File: config.mk
export PLATFORM = sky130hd
export DESIGN_NAME = printable_run_extractor
export DESIGN_NICKNAME = d
export VERILOG_FILES = /design/src/design/prx_pkg.sv /design/src/design/printable_run_extractor.sv /design/src/design/prx_cell.sv /design/src/design/prx_chain.sv
export SDC_FILE = /design/constraint.sdc
export NUM_CORES = 1
export LEC_CHECK = 0
export BUFFER_PORTS_ARGS = -buffer_cell sky130_fd_sc_hd__buf_2
export CORE_UTILIZATION = 30
export CTS_BUF_LIST = sky130_fd_sc_hd__clkbuf_16
export DETAILED_ROUTE_END_ITERATION = 12
export GPL_TIMING_DRIVEN = 0
export HOLD_SLACK_MARGIN = 0.12
export PLACE_DENSITY = 0.47
export RECOVER_POWER = 100
export SYNTH_ARGS = -nofsm -noshare
export SYNTH_HDL_FRONTEND = slang
export SYNTH_HIERARCHICAL = 1
export SYNTH_SLANG_ARGS = --single-unit
File: constraint.sdc
create_clock -name i_clk -period 3.6 [get_ports i_clk]
set_input_delay 0.9 -clock i_clk [delete_from_list [all_inputs] [get_ports i_clk]]
set_output_delay 0.9 -clock i_clk [all_outputs]
set_load 0.005 [all_outputs]
File: src/design/prx_pkg.sv
package prx_pkg;

    // Deepest minimum run length the buffer supports.
    localparam int MAX_MIN_LENGTH = 16;

    // One cell per byte of a releasing burst (held bytes plus the releasing one).
    localparam int NUM_CELLS = MAX_MIN_LENGTH;

    localparam int BYTE_W = 8;
    localparam int CFG_W  = 5;
    localparam int RUN_W  = $clog2(MAX_MIN_LENGTH + 1);
    localparam int CALC_W = 8;

    localparam logic [CFG_W-1:0]  MIN_LENGTH_RESET = CFG_W'(4);
    localparam logic [BYTE_W-1:0] NEWLINE_CHAR     = 8'h0A;
    localparam logic [BYTE_W-1:0] PRINT_LO         = 8'h20;
    localparam logic [BYTE_W-1:0] PRINT_HI         = 8'h7E;
    localparam logic [BYTE_W-1:0] FILL_CHAR        = 8'h00;

    typedef logic [BYTE_W-1:0] t_byte;
    typedef logic [RUN_W-1:0]  t_run;

    // Control for the row of cells.
    typedef struct packed {
        logic wr;      // store the write byte at wr_idx
        logic shift;   // every cell takes its upstream neighbor's byte; the tail takes filler
        t_run wr_idx;
    } t_chain_ctl;

    // Per-cell control.
    typedef struct packed {
        logic wr;
        logic shift;
    } t_cell_ctl;

endpackage

File: src/design/printable_run_extractor.sv
// Printable run extractor: takes one byte per transfer and passes on only
// runs of printable bytes (0x20..0x7E) at least min_length long, ending
// each passed run with a newline (0x0A) when a non-printable byte arrives.
// Bytes of a run still shorter than the minimum wait in a row of byte
// cells; the byte that brings the run to the minimum is stored behind them
// and the whole row is shifted out through cell 0, one byte per output
// transfer, with o_is_last on the final byte of the burst.
// A releasing byte stalls the input until the row has drained, since the
// burst leaves through the single head cell. Results sit in an output
// register; while a waiting result is stalled the input is stalled too, and
// the next byte is taken in the cycle that result leaves.
// min_length (reset 4) is written through the cfg channel; the user must
// write it only while the block is idle, as the block itself does not
// enforce this. 0 acts as 1 and values above 16 act as 16.
module printable_run_extractor (
    input  logic                      i_clk,
    input  logic                      i_rst_n,
    // input byte channel
    input  logic                      i_valid,
    output logic                      o_stall,
    input  logic [prx_pkg::BYTE_W-1:0] i_in_byte,
    // result channel
    output logic                      o_valid,
    input  logic                      i_stall,
    output logic [prx_pkg::BYTE_W-1:0] o_out_char,
    output logic                      o_is_last,
    // configuration write
    input  logic                      i_cfg_valid,
    output logic                      o_cfg_ready,
    input  logic [prx_pkg::CFG_W-1:0] i_cfg_data
);

    logic [prx_pkg::CFG_W-1:0] r_min_length;
    prx_pkg::t_run             r_run,  n_run;   // length of current run (saturates)
    prx_pkg::t_run             r_left, n_left;  // bytes still to drain from the row
    logic                      r_ov,   n_ov;
    prx_pkg::t_byte            r_och,  n_och;
    logic                      r_olast, n_olast;

    logic [prx_pkg::CALC_W-1:0] w_m_wide;
    prx_pkg::t_run              w_m;
    logic                       w_out_free;
    logic                       w_in_acc;
    logic                       w_printable;
    logic                       w_draining;
    logic                       w_release;
    prx_pkg::t_run              w_run_inc;
    prx_pkg::t_chain_ctl        w_ctl;
    prx_pkg::t_byte             w_head;

    // Effective minimum: clamp to 1..MAX_MIN_LENGTH.
    always_comb begin
        w_m_wide = prx_pkg::CALC_W'(r_min_length);
        if (w_m_wide < prx_pkg::CALC_W'(1)) begin
            w_m_wide = prx_pkg::CALC_W'(1);
        end
        if (w_m_wide > prx_pkg::CALC_W'(prx_pkg::MAX_MIN_LENGTH)) begin
            w_m_wide = prx_pkg::CALC_W'(prx_pkg::MAX_MIN_LENGTH);
        end
    end
    assign w_m = w_m_wide[prx_pkg::RUN_W-1:0];

    assign w_out_free  = !r_ov || !i_stall;
    assign w_draining  = (r_left != '0);
    assign o_stall     = w_draining || !w_out_free;
    assign w_in_acc    = i_valid && !o_stall;
    assign w_printable = (i_in_byte >= prx_pkg::PRINT_LO) && (i_in_byte <= prx_pkg::PRINT_HI);
    assign w_run_inc   = r_run + prx_pkg::RUN_W'(1);
    assign w_release   = w_in_acc && w_printable && (w_run_inc == w_m);
    assign o_cfg_ready = 1'b1;

    always_comb begin
        n_run   = r_run;
        n_left  = r_left;
        n_ov    = r_ov;
        n_och   = r_och;
        n_olast = r_olast;
        w_ctl   = '0;
        w_ctl.wr_idx = r_run;

        if (r_ov && !i_stall) begin
            n_ov = 1'b0;
        end

        if (w_draining) begin
            if (w_out_free) begin
                // head cell goes to the output, row moves one place
                n_ov        = 1'b1;
                n_och       = w_head;
                n_olast     = (r_left == prx_pkg::RUN_W'(1));
                n_left      = r_left - prx_pkg::RUN_W'(1);
                w_ctl.shift = 1'b1;
            end
        end else if (w_in_acc) begin
            if (w_printable) begin
                if (w_run_inc < w_m) begin
                    w_ctl.wr = 1'b1;
                    n_run    = w_run_inc;
                end else if (w_run_inc == w_m) begin
                    // releasing byte joins the row, then the row drains
                    w_ctl.wr = 1'b1;
                    n_run    = w_m;
                    n_left   = w_m;
                end else begin
                    n_ov    = 1'b1;
                    n_och   = i_in_byte;
                    n_olast = 1'b1;
                    if (r_run > w_m) begin
                        n_run = w_m;
                    end
                end
            end else begin
                if (r_run >= w_m) begin
                    n_ov    = 1'b1;
                    n_och   = prx_pkg::NEWLINE_CHAR;
                    n_olast = 1'b1;
                end
                n_run = '0;
            end
        end
    end

    prx_chain u_chain (
        .i_clk     (i_clk),
        .i_ctl     (w_ctl),
        .i_wr_data (i_in_byte),
        .o_head    (w_head)
    );

    always_ff @(posedge i_clk) begin
        if (!i_rst_n) begin
            r_min_length <= prx_pkg::MIN_LENGTH_RESET;
            r_run        <= '0;
            r_left       <= '0;
            r_ov         <= 1'b0;
        end else begin
            if (i_cfg_valid && o_cfg_ready) begin
                r_min_length <= i_cfg_data;
            end
            r_run  <= n_run;
            r_left <= n_left;
            r_ov   <= n_ov;
        end
    end

    always_ff @(posedge i_clk) begin
        r_och   <= n_och;
        r_olast <= n_olast;
    end

    assign o_valid    = r_ov;
    assign o_out_char = r_och;
    assign o_is_last  = r_olast;

    // A release loads the drain count with the full burst length.
    a_release_len: assert property (@(posedge i_clk) disable iff (!i_rst_n)
        w_release |=> (r_left == $past(w_m)))
        else $error("drain count does not match burst length");

    // Each drain step presents a result, flagged last only when the row is empty.
    a_drain_step: assert property (@(posedge i_clk) disable iff (!i_rst_n)
        (w_draining && w_out_free) |=> (o_valid && (o_is_last == (r_left == '0))))
        else $error("drain step produced wrong result flags");

    // Run length never passes the largest minimum.
    a_run_bound: assert property (@(posedge i_clk) disable iff (!i_rst_n)
        r_run <= prx_pkg::RUN_W'(prx_pkg::MAX_MIN_LENGTH))
        else $error("run length out of range");

endmodule

File: src/design/prx_cell.sv
module prx_cell (
    input  logic               i_clk,
    input  prx_pkg::t_cell_ctl i_ctl,
    input  prx_pkg::t_byte     i_wr_data,
    input  prx_pkg::t_byte     i_nb_data,
    output prx_pkg::t_byte     o_data
);

    prx_pkg::t_byte r_data;

    always_ff @(posedge i_clk) begin
        if (i_ctl.wr) begin
            r_data <= i_wr_data;
        end else if (i_ctl.shift) begin
            r_data <= i_nb_data;
        end
    end

    assign o_data = r_data;

endmodule

File: src/design/prx_chain.sv
module prx_chain (
    input  logic                i_clk,
    input  prx_pkg::t_chain_ctl i_ctl,
    input  prx_pkg::t_byte      i_wr_data,
    output prx_pkg::t_byte      o_head
);

    prx_pkg::t_byte    w_data [prx_pkg::NUM_CELLS];
    prx_pkg::t_byte    w_nb   [prx_pkg::NUM_CELLS];
    prx_pkg::t_cell_ctl w_ctl [prx_pkg::NUM_CELLS];

    for (genvar g = 0; g < prx_pkg::NUM_CELLS; g++) begin : g_cell
        // Bytes move toward cell 0; the tail takes filler.
        if (g == prx_pkg::NUM_CELLS - 1) begin : g_tail
            assign w_nb[g] = prx_pkg::FILL_CHAR;
        end else begin : g_mid
            assign w_nb[g] = w_data[g+1];
        end

        assign w_ctl[g].wr    = i_ctl.wr && (i_ctl.wr_idx == prx_pkg::RUN_W'(g));
        assign w_ctl[g].shift = i_ctl.shift;

        prx_cell u_cell (
            .i_clk     (i_clk),
            .i_ctl     (w_ctl[g]),
            .i_wr_data (i_wr_data),
            .i_nb_data (w_nb[g]),
            .o_data    (w_data[g])
        );
    end

    assign o_head = w_data[0];

endmodule
### Yosys cells after proc, flatten, opt, wreduce, memory -nomap -nowiden

Cells that the tools add are included.
W data, S select, Z words.

| word-level totals | value |
|---|---|
| bits of input ports | 18 |
| flip-flop bits (word level) | 153 |
| output and inout port bits | 12 |
| logic and storage cells | 177 |

| cells by class | value |
|---|---|
| bitwise operators | 1 |
| add/sub/neg operators | 2 |
| multiplexer cells | 73 |
| equality and inequality tests | 22 |
| reduce and logical (&&, ||, !) cells | 50 |
| order comparisons | 7 |

Operators with widths:

| kind | count |
|---|---|
| $mux W8 | 39 |
| $mux W5 | 12 |
| $eq A5 B4 Y1 const B | 8 |
| $reduce_bool A2 Y1 | 19 |
| $mux W1 | 22 |
| $eq A5 B3 Y1 const B | 4 |
| $logic_and A1 B1 Y1 | 19 |
| $eq A5 B1 Y1 const B | 2 |
| $eq A5 B2 Y1 const B | 2 |
| $reduce_and A5 Y1 | 2 |
| $ge A8 B6 Y1 const B | 1 |
| $gt A8 B5 Y1 const B | 1 |
| $le A8 B7 Y1 const B | 1 |
| $ne A3 B3 Y1 const B | 2 |
| $add A5 B1 Y5 const B | 1 |
| $eq A5 B5 Y1 | 1 |
| $ge A5 B5 Y1 | 1 |
| $gt A5 B5 Y1 | 1 |
| $logic_not A5 Y1 | 1 |
| $lt A5 B1 Y1 const B | 1 |
| $lt A5 B5 Y1 | 1 |
| $reduce_bool A5 Y1 | 1 |
| $sub A5 B1 Y5 const B | 1 |
| $logic_not A1 Y1 | 4 |
| other kinds (6) | 8 |

### Depth between registers and ports, before layout

| logic depth | value |
|---|---|
| word-level depth | 12 |
| gate-level depth with buffers | 12 |
| depth with buffers taken out | 10 |

### By module

The synthesis kept the hierarchy.

Modules (own cells, without submodules):

| module | cells an instance | times used | area an instance (um^2) |
|---|---|---|---|
| prx_cell | 18 | 16 | 377.9 |
| printable_run_extractor | 194 | 1 | 1,650.3 |
| prx_chain | 24 | 1 | 135.1 |

### Worst setup path after synthesis

No wires, ideal clock.

| timing path | value |
|---|---|
| path kind | reg-to-reg |
| from | register r_run[0] |
| to | register u_chain.g_cell[0].u_cell.r_data[0] (enable) |
| period minus slack after synthesis | 3.411 ns |
| arrival time | 3.082 ns |
| cell stages (with the launch flop) | 12 |
| slack | 0.189 ns |
| cell sequence | dfxtp_1 -> nand3_1 -> xnor2_1 -> ha_1 -> a21oi_1 -> a41o_4 -> clkbuf_1 -> o21a_1 -> or4b_4 -> nor3_2 -> buf_6 -> or2_1 |

RTL lines:

| what | RTL line | source |
|---|---|---|
| from (decl) | printable_run_extractor.sv:34 | `prx_pkg::t_run r_run, n_run;` |
| from (signal assigned) | printable_run_extractor.sv:140 | `r_run <= n_run;` |
| to (signal assigned) | prx_cell.sv:13 | `r_data <= i_wr_data;` |
| to (signal assigned) | prx_cell.sv:15 | `r_data <= i_nb_data;` |
| to (decl) | prx_cell.sv:9 | `prx_pkg::t_byte r_data;` |

==> impl_metrics.toml <==
[timing]
drv_slew = 0
rsz0062_at_grt = "false"
clock.fmax_ghz = 0.295
slew_headroom = 0.0659
fin_crit_ps = 3390
hold_viol_final = 0
fin_crit_sh = 0.941
fin_ws_ps = 211
holdWs_ps = 512
worstMarginPinSlew_ps = 1380
clock_skew_ps = 9.03
finalSetupViolCount = 0

[place]
io_buffers = 26
hpwl_um = 9980
post-place-ws_ps = -422
gp_congestion = 0.772

[critical_path]
worstPathArrival_ps = 3550
cp_data_required_time_ps = 3760
crit_fanout = 16
crit_buf_inv = 1
crit_chain = "nand3_1, xnor2_1, ha_1, a21oi_1, a41o_4, o21a_1, or4b_4, nor2_1, buf_6, mux2_1"
max_stage_delay_ps = 510
crit_family = "simple AND/OR/NAND/NOR gates"
cpMaxStageDelayCell = "or4b_4"
path_class = "reg2reg"
r2r_setup_slack_ps = 210
crit_path_end_kind = "flop"
critPathLaunchType = "flop"

[cells_and_area]
finalNetCount = 588
area_growth_syn_to_layout_pct = 8.26
antenna_cells = 0
layout_common_cells = "edfxtp_1 (137), mux2_1 (108), nand2_1 (29), nor2_1 (29), mux2_4 (20)"
final_common_cell = "edfxtp_1"
drive_above_1_share = 0.163

[clock_tree]
clock_sink_count = 153
cts_setup_buffers = 0
clkLatencyLatePin_ps = 420
clock-root-buffer = "clkbuf_16"
numCtsBuffers = 17
clkTransAtPathRegs_ps = 60
clockBufferDepth = 2
tritoncts = "built"
cts.htree.levels = 4

[run_status]
status = "finished clean"

[logic_synthesis]
synth_cell_type_count = 50
ys.flop_type = "edfxtp_1"
netlist_area_um2 = 7830
ys_async_sr_fraction = 0
synth_seq_cells = 153
synthCells = 506
ys_seq_area_frac = 0.566
synth-edff-count = 137
syn_avg_cell_area_um2 = 15.5
yosysWarnings = 6

[global_routing]
grt_pass1_vias = 4475
grt_antenna_before_repair = 0
grt_usage = 0.121
grt_pass1_wl_um = 24600
grt.overflow.total = 0
grt_max_degree = 20

[worst_hold_path]
min_path_type = "reg2reg"

[pwr]
p_leak_nw = 3.01
peakVddDrop_uv = 321
cellPowerDensity_nw_per_um2 = 864

[detailed_routing]
wl_um = 14700
via_per_inst = 4.62
final_antenna_net_count = 0
first_pass_iters = 4
drc = 0
avgRoutedWirePerCell_um = 16.3
via_count = 4156
drt_iter0_drc = 204

[floorplanning]
die_w_um = 164
core_um2 = 25400
fp.dieH_um = 164
ios = 30
dieArea_um2 = 26800
row_count = 58
start_util = 0.308

[run]
cap_violations = 0
[worst paths after layout]
path	startpoint	endpoint	depth (start not counted)
hold reg to reg	r_min_length[0]$_SDFFE_PN0P_	r_min_length[0]$_SDFFE_PN0P_	2
setup reg to reg	r_run[1]$_SDFFE_PN0P_	u_chain/g_cell[3].u_cell/o_data[4]$_DFFE_PP_	10
hold / removal	r_min_length[0]$_SDFFE_PN0P_	r_min_length[0]$_SDFFE_PN0P_	2
setup / recovery	r_run[1]$_SDFFE_PN0P_	u_chain/g_cell[3].u_cell/o_data[4]$_DFFE_PP_	10
[worst register-to-register path, delay by kind of cell (launching register included)]
kind | cells | cell delay [ps]
AND/OR/NAND/NOR | 3 | 820
AO/OA/AOI/OAI | 3 | 770
flip-flops | 1 | 450
multiplexers | 1 | 340
adder cells (fa/ha/maj) | 1 | 310
XOR/XNOR | 1 | 270
buffers and inverters | 1 | 190
[per-stage QoR]
stage                     cell area (µm²)   util  power [W]  TNS (ps)  cells
after global placement               8400  0.331    0.00606    -38210    869
after global routing                 8480  0.334    0.00780         0    900
after detailed placement             8400  0.331    0.00615    -34400    869
after floorplan                      7860      -    0.00548         0    513
after CTS                            8970  0.353    0.00791         0    900
final                                8480  0.334    0.00732         0    900
[Yosys cell counts (10+ instances only)]
cell type / instances / area [µm²]
a21oi_1: 10 / 50.1
edfxtp_1: 137 / 4110
dfxtp_1: 16 / 320
o21ai_0: 12 / 60.1
mux2_4: 128 / 1920
nor2_1: 29 / 109
nand3_1: 11 / 55.1
nand2_1: 29 / 109
or2_1: 16 / 100
inv_1: 14 / 52.6
buf_6: 16 / 180
ha_1: 13 / 163
[registers in the layout, indices dropped and copies added, names as in the netlist]
signal,count
o_out_char,8
u_chain/g_cell.u_cell/o_data,128
o_is_last,1
r_left,5
o_valid,1
r_run,5
r_min_length,5
[repair_timing]
item,4_1_cts,5_1_grt
endpoints found under the setup margin,213,63
pin swaps,0,0
resized for setup,3,5
endpoints found under the hold margin,0,0
hold buffers,0,0
[cells by family after synthesis]
group | Yosys count | share of synthesized area
AOI/OAI and AO/OA | 45 | 0.0407
and+or+nand+nor | 116 | 0.0783
muxes | 136 | 0.256
adders and majority gates | 13 | 0.0208
DFF | 153 | 0.566
other | 2 | 0.000959
xor gates and xnor gates | 3 | 0.00336
buffers and inverters | 38 | 0.0340
[power by group]
part / switching [W] / total (W) / internal (W)
clock network: 0.000697 / 0.00170 / 0.00101
logic: 0.00127 / 0.00204 / 0.000771
registers: 0.000231 / 0.00358 / 0.00335
[per-layer routing]
| metal | up-vias | GRT usage | wire length (µm) |
|---|---|---|---|
| li1 | 2015 | - | - |
| met1 | 2056 | 0.151 | 6700 |
| met2 | 71 | 0.200 | 7240 |
| met3 | 14 | 0.0325 | 574 |
| met4 | 0 | 0.0400 | 169 |
| met5 | - | 0 | 0 |
[area by class of cell]
type	count	area, µm²
timing repair buffer	26	120
tap	330	413
fill	2579	16900
multi-input combinational	322	2730
sequential	153	4440
clock inverter	15	139
buffer	23	160
clock buffer	17	425
inverter	14	52.6
Note: power is estimated with default switching activity, not from simulation.
